[src/oaht_pkg.sv]
// Shared types, constants and helpers for the open-address hash table unit.
// Used by oaht_ctrl, oaht_dp and the top level open_address_hash_table_unit.
package oaht_pkg;

	localparam int KEY_W       = 31;
	localparam int PAY_IO_W    = 32;
	localparam int FUNC_W      = 2;
	localparam int STATUS_W    = 2;
	localparam int SLOT_OUT_W  = 10;
	localparam int COUNT_OUT_W = 11;
	localparam int COLL_W      = 32;
	localparam int S_TDATA_W   = 64;
	localparam int M_TDATA_W   = 88;

	// A 31-bit key times a 27-bit constant never exceeds 58 bits.
	localparam int HASH_W   = 58;
	localparam int HCONST_W = 27;

	localparam int DEF_TABLE_SLOTS  = 1024;
	localparam int DEF_PAYLOAD_BITS = 32;

	localparam logic [FUNC_W-1:0] FUNC_INSERT = 2'd0;
	localparam logic [FUNC_W-1:0] FUNC_FIND   = 2'd1;
	localparam logic [FUNC_W-1:0] FUNC_REMOVE = 2'd2;

	localparam logic [STATUS_W-1:0] STATUS_OK   = 2'd0;
	localparam logic [STATUS_W-1:0] STATUS_MISS = 2'd1;
	localparam logic [STATUS_W-1:0] STATUS_FULL = 2'd2;

	localparam logic [1:0] HSEL_C1 = 2'd0;
	localparam logic [1:0] HSEL_C2 = 2'd1;
	localparam logic [1:0] HSEL_C3 = 2'd2;

	typedef enum logic [2:0] {
		S_CLEAR,
		S_IDLE,
		S_START,
		S_HASH,
		S_REDUCE,
		S_READ,
		S_CHECK,
		S_DONE
	} state_t;

	typedef struct packed {
		logic used;
		logic tomb;
	} flags_t;

	typedef struct packed {
		logic                clear;
		logic                capture;
		logic                hash;
		logic                reduce;
		logic                read;
		logic                advance;
		logic                write_ins;
		logic                write_rem;
		logic                finish;
		logic [STATUS_W-1:0] fin_status;
		logic                emit;
	} cmd_t;

	typedef struct packed {
		logic              clear_done;
		logic [FUNC_W-1:0] func;
		logic              full;
		logic              hash_done;
		logic              reduce_done;
		logic              used;
		logic              tomb;
		logic              key_eq;
		logic              last;
		logic              out_free;
	} stat_t;

	function automatic logic [HCONST_W-1:0] hash_const(input logic [1:0] sel);
		logic [HCONST_W-1:0] c;
		case (sel)
			HSEL_C1: c = 27'd73856093;
			HSEL_C2: c = 27'd19349669;
			HSEL_C3: c = 27'd83492791;
			default: c = '0;
		endcase
		return c;
	endfunction

endpackage

[src/oaht_ctrl.sv]
// Controller state machine of the hash table unit: sequences clearing, hashing,
// probing and result delivery. Depends on oaht_pkg; drives oaht_dp by commands.
module oaht_ctrl (
	input  logic           clk,
	input  logic           arst_n,
	input  logic           in_valid,
	output logic           in_ready,
	input  oaht_pkg::stat_t st,
	output oaht_pkg::cmd_t  cmd
);

	oaht_pkg::state_t state_q, state_d;

	always_ff @(posedge clk or negedge arst_n) begin
		if (!arst_n) begin
			state_q <= oaht_pkg::S_CLEAR;
		end else begin
			state_q <= state_d;
		end
	end

	always_comb begin
		state_d  = state_q;
		cmd      = '0;
		in_ready = 1'b0;
		case (state_q)
			oaht_pkg::S_CLEAR: begin
				cmd.clear = 1'b1;
				if (st.clear_done) begin
					state_d = oaht_pkg::S_IDLE;
				end
			end
			oaht_pkg::S_IDLE: begin
				in_ready = 1'b1;
				if (in_valid) begin
					cmd.capture = 1'b1;
					state_d     = oaht_pkg::S_START;
				end
			end
			oaht_pkg::S_START: begin
				case (st.func)
					oaht_pkg::FUNC_INSERT: begin
						if (st.full) begin
							cmd.finish     = 1'b1;
							cmd.fin_status = oaht_pkg::STATUS_FULL;
							state_d        = oaht_pkg::S_DONE;
						end else begin
							state_d = oaht_pkg::S_HASH;
						end
					end
					oaht_pkg::FUNC_FIND, oaht_pkg::FUNC_REMOVE: begin
						state_d = oaht_pkg::S_HASH;
					end
					default: begin
						cmd.finish     = 1'b1;
						cmd.fin_status = oaht_pkg::STATUS_MISS;
						state_d        = oaht_pkg::S_DONE;
					end
				endcase
			end
			oaht_pkg::S_HASH: begin
				cmd.hash = 1'b1;
				if (st.hash_done) begin
					state_d = oaht_pkg::S_REDUCE;
				end
			end
			oaht_pkg::S_REDUCE: begin
				cmd.reduce = 1'b1;
				if (st.reduce_done) begin
					state_d = oaht_pkg::S_READ;
				end
			end
			oaht_pkg::S_READ: begin
				cmd.read = 1'b1;
				state_d  = oaht_pkg::S_CHECK;
			end
			oaht_pkg::S_CHECK: begin
				if (st.func == oaht_pkg::FUNC_INSERT) begin
					if (!st.used || st.tomb) begin
						cmd.write_ins  = 1'b1;
						cmd.finish     = 1'b1;
						cmd.fin_status = oaht_pkg::STATUS_OK;
						state_d        = oaht_pkg::S_DONE;
					end else if (st.last) begin
						cmd.finish     = 1'b1;
						cmd.fin_status = oaht_pkg::STATUS_FULL;
						state_d        = oaht_pkg::S_DONE;
					end else begin
						cmd.advance = 1'b1;
						state_d     = oaht_pkg::S_READ;
					end
				end else begin
					// A slot that was never used ends the search.
					if (!st.used) begin
						cmd.finish     = 1'b1;
						cmd.fin_status = oaht_pkg::STATUS_MISS;
						state_d        = oaht_pkg::S_DONE;
					end else if (!st.tomb && st.key_eq) begin
						cmd.write_rem  = (st.func == oaht_pkg::FUNC_REMOVE);
						cmd.finish     = 1'b1;
						cmd.fin_status = oaht_pkg::STATUS_OK;
						state_d        = oaht_pkg::S_DONE;
					end else if (st.last) begin
						cmd.finish     = 1'b1;
						cmd.fin_status = oaht_pkg::STATUS_MISS;
						state_d        = oaht_pkg::S_DONE;
					end else begin
						cmd.advance = 1'b1;
						state_d     = oaht_pkg::S_READ;
					end
				end
			end
			oaht_pkg::S_DONE: begin
				if (st.out_free) begin
					cmd.emit = 1'b1;
					state_d  = oaht_pkg::S_IDLE;
				end
			end
			default: begin
				state_d = oaht_pkg::S_CLEAR;
			end
		endcase
	end

endmodule

[config.mk]
export PLATFORM = sky130hd
export DESIGN_NAME = oaht_ctrl
export DESIGN_NICKNAME = d
export VERILOG_FILES = /design/src/oaht_pkg.sv /design/src/oaht_ctrl.sv
export SDC_FILE = /design/constraint.sdc
export NUM_CORES = 1
export LEC_CHECK = 0
export BUFFER_PORTS_ARGS = -buffer_cell sky130_fd_sc_hd__buf_2
export CELL_PAD_IN_SITES_DETAIL_PLACEMENT = 1
export CELL_PAD_IN_SITES_GLOBAL_PLACEMENT = 2
export CORE_MARGIN = 4
export CORE_UTILIZATION = 20
export DETAILED_ROUTE_END_ITERATION = 10
export PLACE_DENSITY_LB_ADDON = 0.1
export SLEW_MARGIN = 30
export SYNTH_ARGS = -nofsm -noshare
export SYNTH_HDL_FRONTEND = slang
export SYNTH_SLANG_ARGS = --single-unit
[constraint.sdc]
create_clock -name clk -period 1.3 [get_ports clk]
set_clock_uncertainty 0.05 [all_clocks]
set_input_delay 0.065 -clock clk [delete_from_list [all_inputs] [get_ports clk]]
set_output_delay 0.065 -clock clk [all_outputs]
set_load 0.1 [all_outputs]
==> impl_metrics.env, run 1 <==
export IMPL_power_total_w=0.002998
export IMPL_hold_viol=0
export IMPL_dp_hpwl_microns=1425
export IMPL_routed_wl_microns=2430
export IMPL_synth_area_per_cell_sq_um=7.174
export IMPL_rrSetupSlack_ns=-0.02
export IMPL_slew_headroom=0.7485
export IMPL_grtUsageMet2=0.3526
export IMPL_ir_drop_mv=1.805
export IMPL_largest_reg_flops=3
export IMPL_cts_sinks=3
export IMPL_synth_fp_nets=77
export IMPL_die_y_microns=54.39
export IMPL_syn2layout_area_growth_pct=176.7
export IMPL_yosysWarningCount=0
export IMPL_violations="negative setup slack"
export IMPL_worst_slew_pin_transition_ns=0.3739
export IMPL_clk_pin_slew_worst_paths_ns=0.05
export IMPL_overflow=0
export IMPL_max_cap_violations=0
export IMPL_nFillCells=222
export IMPL_crit_type="reg -> out"
export IMPL_fmax_mhz=634.2
export IMPL_period_share=1.213
export IMPL_synth_edf_count=0
export IMPL_synth_top_flop_cell="dfrtp_1"
export IMPL_final_nets=129
export IMPL_grt_use_met1=0.2055
export IMPL_cts_tree="built"
export IMPL_yosysSeqAreaShare=0.1744
export IMPL_regMostFlops="state_q"
export IMPL_grt_setup_unrepaired="true"
export IMPL_end_kind="output port"
export IMPL_dp_slack_ns=-0.06827
export IMPL_setup_viol=14
export IMPL_wl_per_cell_microns=17.61
export IMPL_initial_core_util=0.2150
export IMPL_r2r_end="state_q[1]"
export IMPL_core_sq_um=2002
export IMPL_grt_start_max_net_pins=11
export IMPL_clk_path_buf_depth=2
export IMPL_num_rows=16
export IMPL_place_gp_congestion=0.7514
export IMPL_synth_seq_cells=3
export IMPL_drive_gt1_frac=0.7117
export IMPL_syn_inst=60
export IMPL_synthTopCellsByArea="dfrtp_1 17%, ha_1 8.7%, nand2_1 7.0%"
export IMPL_vias=674
export IMPL_post_dp_cell_area_sq_um=982.2
export IMPL_cp_max_fo=5
export IMPL_boundaryPins=27
export IMPL_io_buffers=26
export IMPL_fin_crit_ns=1.577
export IMPL_synth_top_area_share=0.1744
export IMPL_vias_per_cell=4.884
export IMPL_top_regs="state_q x3"
export IMPL_multi_input_area_sq_um=499.2
export IMPL_grt_most_used_layer="met2"
export IMPL_yosys_area_top_type="dfrtp_1"
export IMPL_dieArea_sq_um=2958
export IMPL_status="complete, but fails checks"
export IMPL_grt_use_total=0.1875
export IMPL_hold_path_class="in -> async"
export IMPL_yosys_top_cells_count="8 x nand2_1, 8 x nor2_1, 5 x inv_1, 4 x nand2b_1"
export IMPL_grt_met3_usage=0.01362
export IMPL_firstDrtPassIters=4
export IMPL_cts_buffers=3
export IMPL_drv_slew=0
export IMPL_diodes=0
export IMPL_grt_antenna_before_repair=0
export IMPL_critPathLaunch="state_q[1]"
export IMPL_grt_pass1_vias=739
export IMPL_finish_instance_area_sq_um=1191
export IMPL_cp_endpoint="cmd[1]"
export IMPL_cts_htree_levels=1
export IMPL_insertion_delay_ns=0.25
export IMPL_die_width_microns=54.39
export IMPL_synth_cell_types=27
export IMPL_cts_root_buf="clkbuf_4"
export IMPL_r2r_start="state_q[0]"
export IMPL_grt_pass1_wl_microns=3781
export IMPL_cellLeakagePower_nw=0.5301
export IMPL_cp_arrival_ns=1.46
export IMPL_final_antenna_net_count=0
export IMPL_seqCellArea_sq_um=76.32
export IMPL_drcViolationCount=0
export IMPL_cp_required_ns=1.19
export IMPL_r2r_cells=5
export IMPL_synthArstFlopShare=1.000
export IMPL_power_density_nw_per_um2=2517
export IMPL_drtIter0Drc=5
export IMPL_timing_final_ws_setup_ns=-0.2769
export IMPL_startpoint_type="flop"
export IMPL_netlist_area_sq_um=430.4
## repair_timing
action / CTS / global route
pin swaps: 8 / 6
endpoints found under the hold margin: 3 / 0
resized for setup: 21 / 5
hold buffers: 1 / 0
setup endpoints to repair: 13 / 15
buffers inserted: 11 / 0
## stage by stage
step	std cells	TNS [ns]	hold WS, ns	util
floorplan	60	-2.301	-0.2806	-
global placement	123	-0.07223	-0.1883	0.4906
detailed placement	123	-0.1884	-0.1850	0.4906
CTS	139	-2.231	0.08062	0.5888
global route	138	-3.063	0.1070	0.5950
finish	138	-2.326	0.09631	0.5950
## cells by family after synthesis
family          Yosys count  share of synthesized area
buf+inv                   8                    0.07848
simple gates             33                     0.4186
compound gates           13                     0.2413
fa+ha+maj                 3                    0.08722
flops                     3                     0.1744
## layout by cell type (no fill, tap or decap), drive strengths merged, types with 3 or more instances in the layout
cell type / n
inv: 5
clkbuf: 4
buf: 49
nor2: 8
nand2b: 5
nand2: 8
o21ai: 3
ha: 3
dfrtp: 3
## final cells by class
cell class                 count  area share
tap                           27     0.02836
sequential                     3     0.06408
inverter                       5     0.01786
multi-input combinational     49      0.4191
clock buffer                   4     0.02206
timing repair buffer          50      0.4485
## layer usage
metal / wire length [microns] / part of all wire
met5: 0 / 0
met2: 1376 / 0.57
met1: 909 / 0.37
met4: 63 / 0.026
met3: 81 / 0.033
## worst min-delay path by stage
stage | from | to | slack [ns] | cells after the start
2_1_floorplan | arst_n | state_q[0] | -0.28 | 0
3_3_place_gp | arst_n | state_q[0] | -0.19 | 1
5_1_grt | arst_n | state_q[1] | 0.11 | 2
6_report | arst_n | state_q[1] | 0.1 | 2
4_1_cts | arst_n | state_q[1] | 0.08 | 2
3_5_place_dp | arst_n | state_q[0] | -0.18 | 1
## where the power goes
group / internal, W / switching, W
Sequential: 0.000144 / 0.0000443
Combinational: 0.00111 / 0.00152
Clock: 0.000116 / 0.0000681
Total: 0.00137 / 0.00163
## critical path, stage by stage, from the launching register on
cell and delay [ns]:
dfrtp_1 0.38, nor2b_4 0.22, buf_6 0.14, nand3b_1 0.11
o21ai_4 0.17, buf_12 0.19
(Power assumes the default switching activity.)
==> run 2: changes to the inputs <==
ABC_AREA = 1   (was default)
CORE_UTILIZATION = 21   (was 20)
==> run 2 against run 1 <==
Die area increased by 15%. Count of clock-buffer cells in the layout stayed put. The flow still finishes with violations (negative setup slack). Combinational power increased by 15%.
==> impl_metrics.env, run 2 <==
export IMPL_syn2layout_area_growth_pct=150.8
export IMPL_power_density_nw_per_um2=2613
export IMPL_final_nets=150
export IMPL_cp_required_ns=1.19
export IMPL_synth_top_flop_cell="dfrtp_1"
export IMPL_crit_family="flip-flops"
export IMPL_grt_setup_unrepaired="true"
export IMPL_hold_path_class="in -> async"
export IMPL_synth_fp_nets=97
export IMPL_clk_pin_slew_worst_paths_ns=0.04
export IMPL_yosys_top_cells_count="19 x nand2_1, 12 x inv_1, 5 x nand3_1"
export IMPL_cp_depth=6
export IMPL_crit_type="reg -> out"
export IMPL_diodes=0
export IMPL_post_dp_cell_area_sq_um=1064
export IMPL_io_buffers=26
export IMPL_r2r_start="state_q[1]"
export IMPL_drive_gt1_frac=0.7045
export IMPL_dieArea_sq_um=3387
export IMPL_grt_antenna_before_repair=0
export IMPL_fmax_mhz=637.0
export IMPL_end_kind="output port"
export IMPL_vias_per_cell=4.425
export IMPL_synth_edf_count=0
export IMPL_synth_most_common_cell="nand2_1"
export IMPL_whs_ns=0.1250
export IMPL_yosysSeqAreaShare=0.1418
export IMPL_violations="negative setup slack"
export IMPL_wl_per_cell_microns=12.91
export IMPL_regMostFlops="state_q"
export IMPL_critical_path_slowest_cell="dfrtp_2"
export IMPL_grt_start_max_net_pins=8
export IMPL_top_regs="state_q x3"
export IMPL_critPathBufInv=2
export IMPL_die_width_microns=58.20
export IMPL_cts_htree_levels=1
export IMPL_overflow=0
export IMPL_startpoint_type="flop"
export IMPL_layout_commonest_cell="nand2_1"
export IMPL_boundaryPins=27
export IMPL_yosysWarningCount=0
export IMPL_final_antenna_net_count=0
export IMPL_cts_root_buf="clkbuf_4"
export IMPL_drtIter0Drc=9
export IMPL_hold_viol=0
export IMPL_synth_cell_types=21
export IMPL_finish_instance_area_sq_um=1328
export IMPL_drv_slew=0
export IMPL_synth_area_per_cell_sq_um=6.616
export IMPL_core_sq_um=2297
export IMPL_r2r_end="state_q[0]"
export IMPL_firstDrtPassIters=3
export IMPL_cts_sinks=3
export IMPL_grt_pass1_wl_microns=3153
export IMPL_cp_endpoint="cmd[2]"
export IMPL_cts_buffers=3
export IMPL_ir_drop_mv=1.475
export IMPL_vias=708
export IMPL_drcViolationCount=0
export IMPL_post_place_cells=146
export IMPL_routed_wl_microns=2066
export IMPL_max_cap_violations=0
export IMPL_r2r_cells=8
export IMPL_syn_inst=80
export IMPL_final_cells=160
export IMPL_worst_slew_pin_transition_ns=0.3164
export IMPL_initial_core_util=0.2304
export IMPL_yosys_area_top_type="dfrtp_1"
export IMPL_synth_seq_cells=3
export IMPL_timing_final_ws_setup_ns=-0.2699
export IMPL_cp_max_fo=4
export IMPL_synthTopCellsByArea="dfrtp_1 14%, nand2_1 13%, inv_1 8.5%"
export IMPL_power_total_w=0.003468
export IMPL_fin_crit_ns=1.570
export IMPL_cts_tree="built"
export IMPL_num_rows=17
export IMPL_grt_pass1_vias=736
export IMPL_crit_chain="nand2_4 > nor2_4 > buf_6 > nand4_1 > o21ai_4 > buf_12"
export IMPL_place_gp_congestion=0.7086
export IMPL_clk_path_buf_depth=2
export IMPL_die_y_microns=58.20
export IMPL_cellLeakagePower_nw=0.6232
export IMPL_rrSetupSlack_ns=-0.14
export IMPL_insertion_delay_ns=0.23
export IMPL_layout_common_cells="16 x nand2_1, 15 x buf_4, 14 x buf_12, 13 x buf_2, 11 x inv_1"
export IMPL_synth_top_area_share=0.1418
export IMPL_status="complete, but fails checks"
export IMPL_synthArstFlopShare=1.000
export IMPL_tns_ns=-2.588
export IMPL_netlist_area_sq_um=529.3
export IMPL_cp_arrival_ns=1.45
export IMPL_cp_slowest_stage_delay_ns=0.44
export IMPL_largest_reg_flops=3
export IMPL_setup_viol=16
export IMPL_nFillCells=262
export IMPL_grt_use_total=0.1188
export IMPL_critPathLaunch="state_q[2]"
export IMPL_dp_hpwl_microns=1473
export IMPL_period_share=1.208
export IMPL_slew_headroom=0.7869
## run 2: stage by stage
stage | utilization | setup slack [ns]
after floorplan | - | -0.5310
after global placement | 0.4630 | -0.1070
after detailed placement | 0.4630 | -0.1146
after CTS | 0.5376 | -0.2132
after global routing | 0.5779 | -0.3476
final | 0.5779 | -0.2699
## run 2: timing repair
action,in CTS,in global routing
pin swaps,5,14
endpoints found under the hold margin,3,0
buffers inserted,7,2
gates cloned,0,0
gates resized for setup,22,16
endpoints found under the setup margin,16,16
hold buffers,1,0
## run 2: cell type report
| cell class | count | area [sq um] | area share |
|---|---|---|---|
| repair buffers | 51 | 558.0 | 0.4204 |
| inverters | 16 | 70.07 | 0.05278 |
| flip-flops and latches | 3 | 78.83 | 0.05938 |
| clock buffers | 4 | 26.28 | 0.01979 |
| well taps | 28 | 35.03 | 0.02639 |
| multi-input cells | 58 | 559.3 | 0.4213 |
## run 2: report_power, final
part           switching (W)  internal (W)  total [W]
combinational        0.00179       0.00124    0.00303
clock              0.0000460      0.000115   0.000161
sequential          0.000122      0.000157   0.000279
## run 2: metal layers
metal	vias to the layer above	share of wire	track usage
met4	0	0	0.01987
li1	355	-	-
met5	-	0	0
met3	0	0.037	0.01559
met1	334	0.36	0.1313
met2	19	0.60	0.2387
## run 2: logic make-up (layout without fill, tap and decap cells)
family / after synthesis / after routing / share of synthesized area
adders and majority gates: 3 / 3 / 0.07093
DFF: 3 / 3 / 0.1418
buffers and inverters: 19 / 71 / 0.1868
and+or+nand+nor: 48 / 48 / 0.5201
AOI/OAI and AO/OA: 7 / 7 / 0.08038
## run 2: worst min-delay path by stage
stage / startpoint / slack, ns / depth (start not counted) / end
after CTS: arst_n / 0.11 / 2 / state_q[1]
after floorplan: arst_n / -0.28 / 0 / state_q[0]
after global routing: arst_n / 0.14 / 2 / state_q[2]
final: arst_n / 0.13 / 2 / state_q[1]
after global placement: arst_n / -0.19 / 1 / state_q[2]
after detailed placement: arst_n / -0.19 / 1 / state_q[2]
==> run 3: changes to the inputs <==
clock period = 1.7 ns   (was 1.3 ns; I/O delays follow)
==> run 3 against run 2 <==
The run now ends clean. Hold slack gained 0.013 ns. Cell count shrank 13%. Sequential cell count is the same. Critical path depth shrank 1. Wire length shrank 24%.
==> impl_metrics.env, run 3 (synthesized netlist as in run 2, its figures left out) <==
export IMPL_r2r_start="state_q[1]"
export IMPL_startpoint_type="flop"
export IMPL_place_gp_congestion=0.7083
export IMPL_io_buffers=26
export IMPL_grt_pass1_wl_microns=2766
export IMPL_routed_wl_microns=1577
export IMPL_die_width_microns=58.20
export IMPL_crit_chain="nand2_4 > nor2_4 > inv_2 > o31ai_4 > buf_12"
export IMPL_cts_tree="built"
export IMPL_vias=597
export IMPL_final_antenna_net_count=0
export IMPL_grt_pass1_vias=633
export IMPL_hold_path_class="in -> async"
export IMPL_final_nets=129
export IMPL_power_total_w=0.001928
export IMPL_firstDrtPassIters=2
export IMPL_cp_arrival_ns=1.44
export IMPL_max_cap_violations=0
export IMPL_grt_use_total=0.1027
export IMPL_critPathBufInv=2
export IMPL_power_density_nw_per_um2=2006
export IMPL_cts_buffers=3
export IMPL_syn2layout_area_growth_pct=81.56
export IMPL_initial_core_util=0.2304
export IMPL_wl_per_cell_microns=11.35
export IMPL_hold_viol=0
export IMPL_vias_per_cell=4.295
export IMPL_drv_slew=0
export IMPL_critical_path_slowest_cell="dfrtp_1"
export IMPL_grt_start_max_net_pins=10
export IMPL_setup_viol=0
export IMPL_cellLeakagePower_nw=0.4772
export IMPL_cts_root_buf="clkbuf_4"
export IMPL_dp_slack_ns=0.2459
export IMPL_drive_gt1_frac=0.5225
export IMPL_layout_commonest_cell="nand2_1"
export IMPL_diodes=0
export IMPL_nFillCells=293
export IMPL_grt_setup_unrepaired="false"
export IMPL_cp_max_fo=5
export IMPL_status="finished, final reports clean"
export IMPL_fin_crit_ns=1.580
export IMPL_cts_htree_levels=1
export IMPL_timing_final_ws_setup_ns=0.1203
export IMPL_cp_slowest_stage_delay_ns=0.50
export IMPL_cp_required_ns=1.56
export IMPL_regMostFlops="state_q"
export IMPL_worst_slew_pin_transition_ns=0.3431
export IMPL_r2r_end="state_q[1]"
export IMPL_dp_hpwl_microns=1379
export IMPL_crit_type="reg -> out"
export IMPL_boundaryPins=27
export IMPL_drcViolationCount=0
export IMPL_insertion_delay_ns=0.23
export IMPL_post_cts_buffers=0
export IMPL_clk_pin_slew_worst_paths_ns=0.04
export IMPL_top_regs="state_q x3"
export IMPL_largest_reg_flops=3
export IMPL_cts_sinks=3
export IMPL_die_y_microns=58.20
export IMPL_layout_common_cells="19 x nand2_1, 13 x buf_2, 13 x buf_12, 12 x inv_1, 5 x nand3_1"
export IMPL_ir_drop_mv=1.068
export IMPL_fmax_mhz=633.0
export IMPL_period_share=0.9292
export IMPL_slew_headroom=0.7713
export IMPL_drtIter0Drc=7
export IMPL_core_sq_um=2297
export IMPL_dieArea_sq_um=3387
export IMPL_grt_antenna_before_repair=0
export IMPL_clk_path_buf_depth=2
export IMPL_overflow=0
export IMPL_crit_family="flip-flops"
export IMPL_rrSetupSlack_ns=0.28
export IMPL_num_rows=17
export IMPL_r2r_cells=8
export IMPL_end_kind="output port"
[run 3: layout make-up]
cell class | count | area [sq um] | share of cell area
multi-input combinational | 58 | 399.1 | 0.4154
timing repair buffer | 30 | 357.8 | 0.3724
sequential | 3 | 77.57 | 0.08073
inverter | 16 | 65.06 | 0.06771
tap | 28 | 35.03 | 0.03646
clock buffer | 4 | 26.28 | 0.02734
[run 3: how the worst max path moves through the flow]
stage / from / to / slack (ns) / depth (start not counted)
after floorplan: state_q[2] / cmd[2] / -0.48 / 4
after global routing: state_q[1] / cmd[1] / 0.007 / 5
after global placement: state_q[1] / state_q[1] / 0.27 / 8
after CTS: state_q[2] / cmd[1] / 0.03 / 5
after detailed placement: state_q[1] / state_q[1] / 0.25 / 8
final: state_q[1] / cmd[1] / 0.12 / 5
[run 3: stage by stage]
step           area, sq um    util  setup TNS [ns]  hold slack (ns)  std cells
2_1_floorplan        573.1       -          -2.270          -0.2606         80
3_3_place_gp         922.1  0.4014               0          -0.1699        134
3_5_place_dp         922.1  0.4014               0          -0.1666        134
4_1_cts              958.4  0.4172               0           0.1338        139
5_1_grt              960.9  0.4183               0           0.1477        139
6_report             960.9  0.4183               0           0.1383        139
[run 3: repair_timing]
item / CTS / global route
resized for setup: 0 / 2
hold endpoints to repair: 3 / 0
hold buffers: 1 / 0
setup endpoints to repair: 0 / 8
[run 3: power by group]
group          switching (W)  total [W]  internal (W)
sequential          0.000123   0.000240      0.000117
clock              0.0000350   0.000123     0.0000878
combinational        0.00103    0.00157      0.000538
total                0.00119    0.00193      0.000743
[run 3: routing by layer]
layer  track usage  wire length (microns)  vias to the layer above
li1              -                      -                      312
met1        0.1400                    716                      270
met2        0.1726                    787                       15
met3       0.01336                     73                        0
met4       0.01987                      0                        0
met5             0                      0                        -
[run 3: worst reg2reg max path, stage by stage (launching register included)]
cell and delay [ns]:
dfrtp_1 0.50, buf_4 0.23, nand2_4 0.07, nor2_4 0.12
nand2_1 0.09, nand3_2 0.09, nor2_2 0.05, nand2_1 0.06
nand2_1 0.05
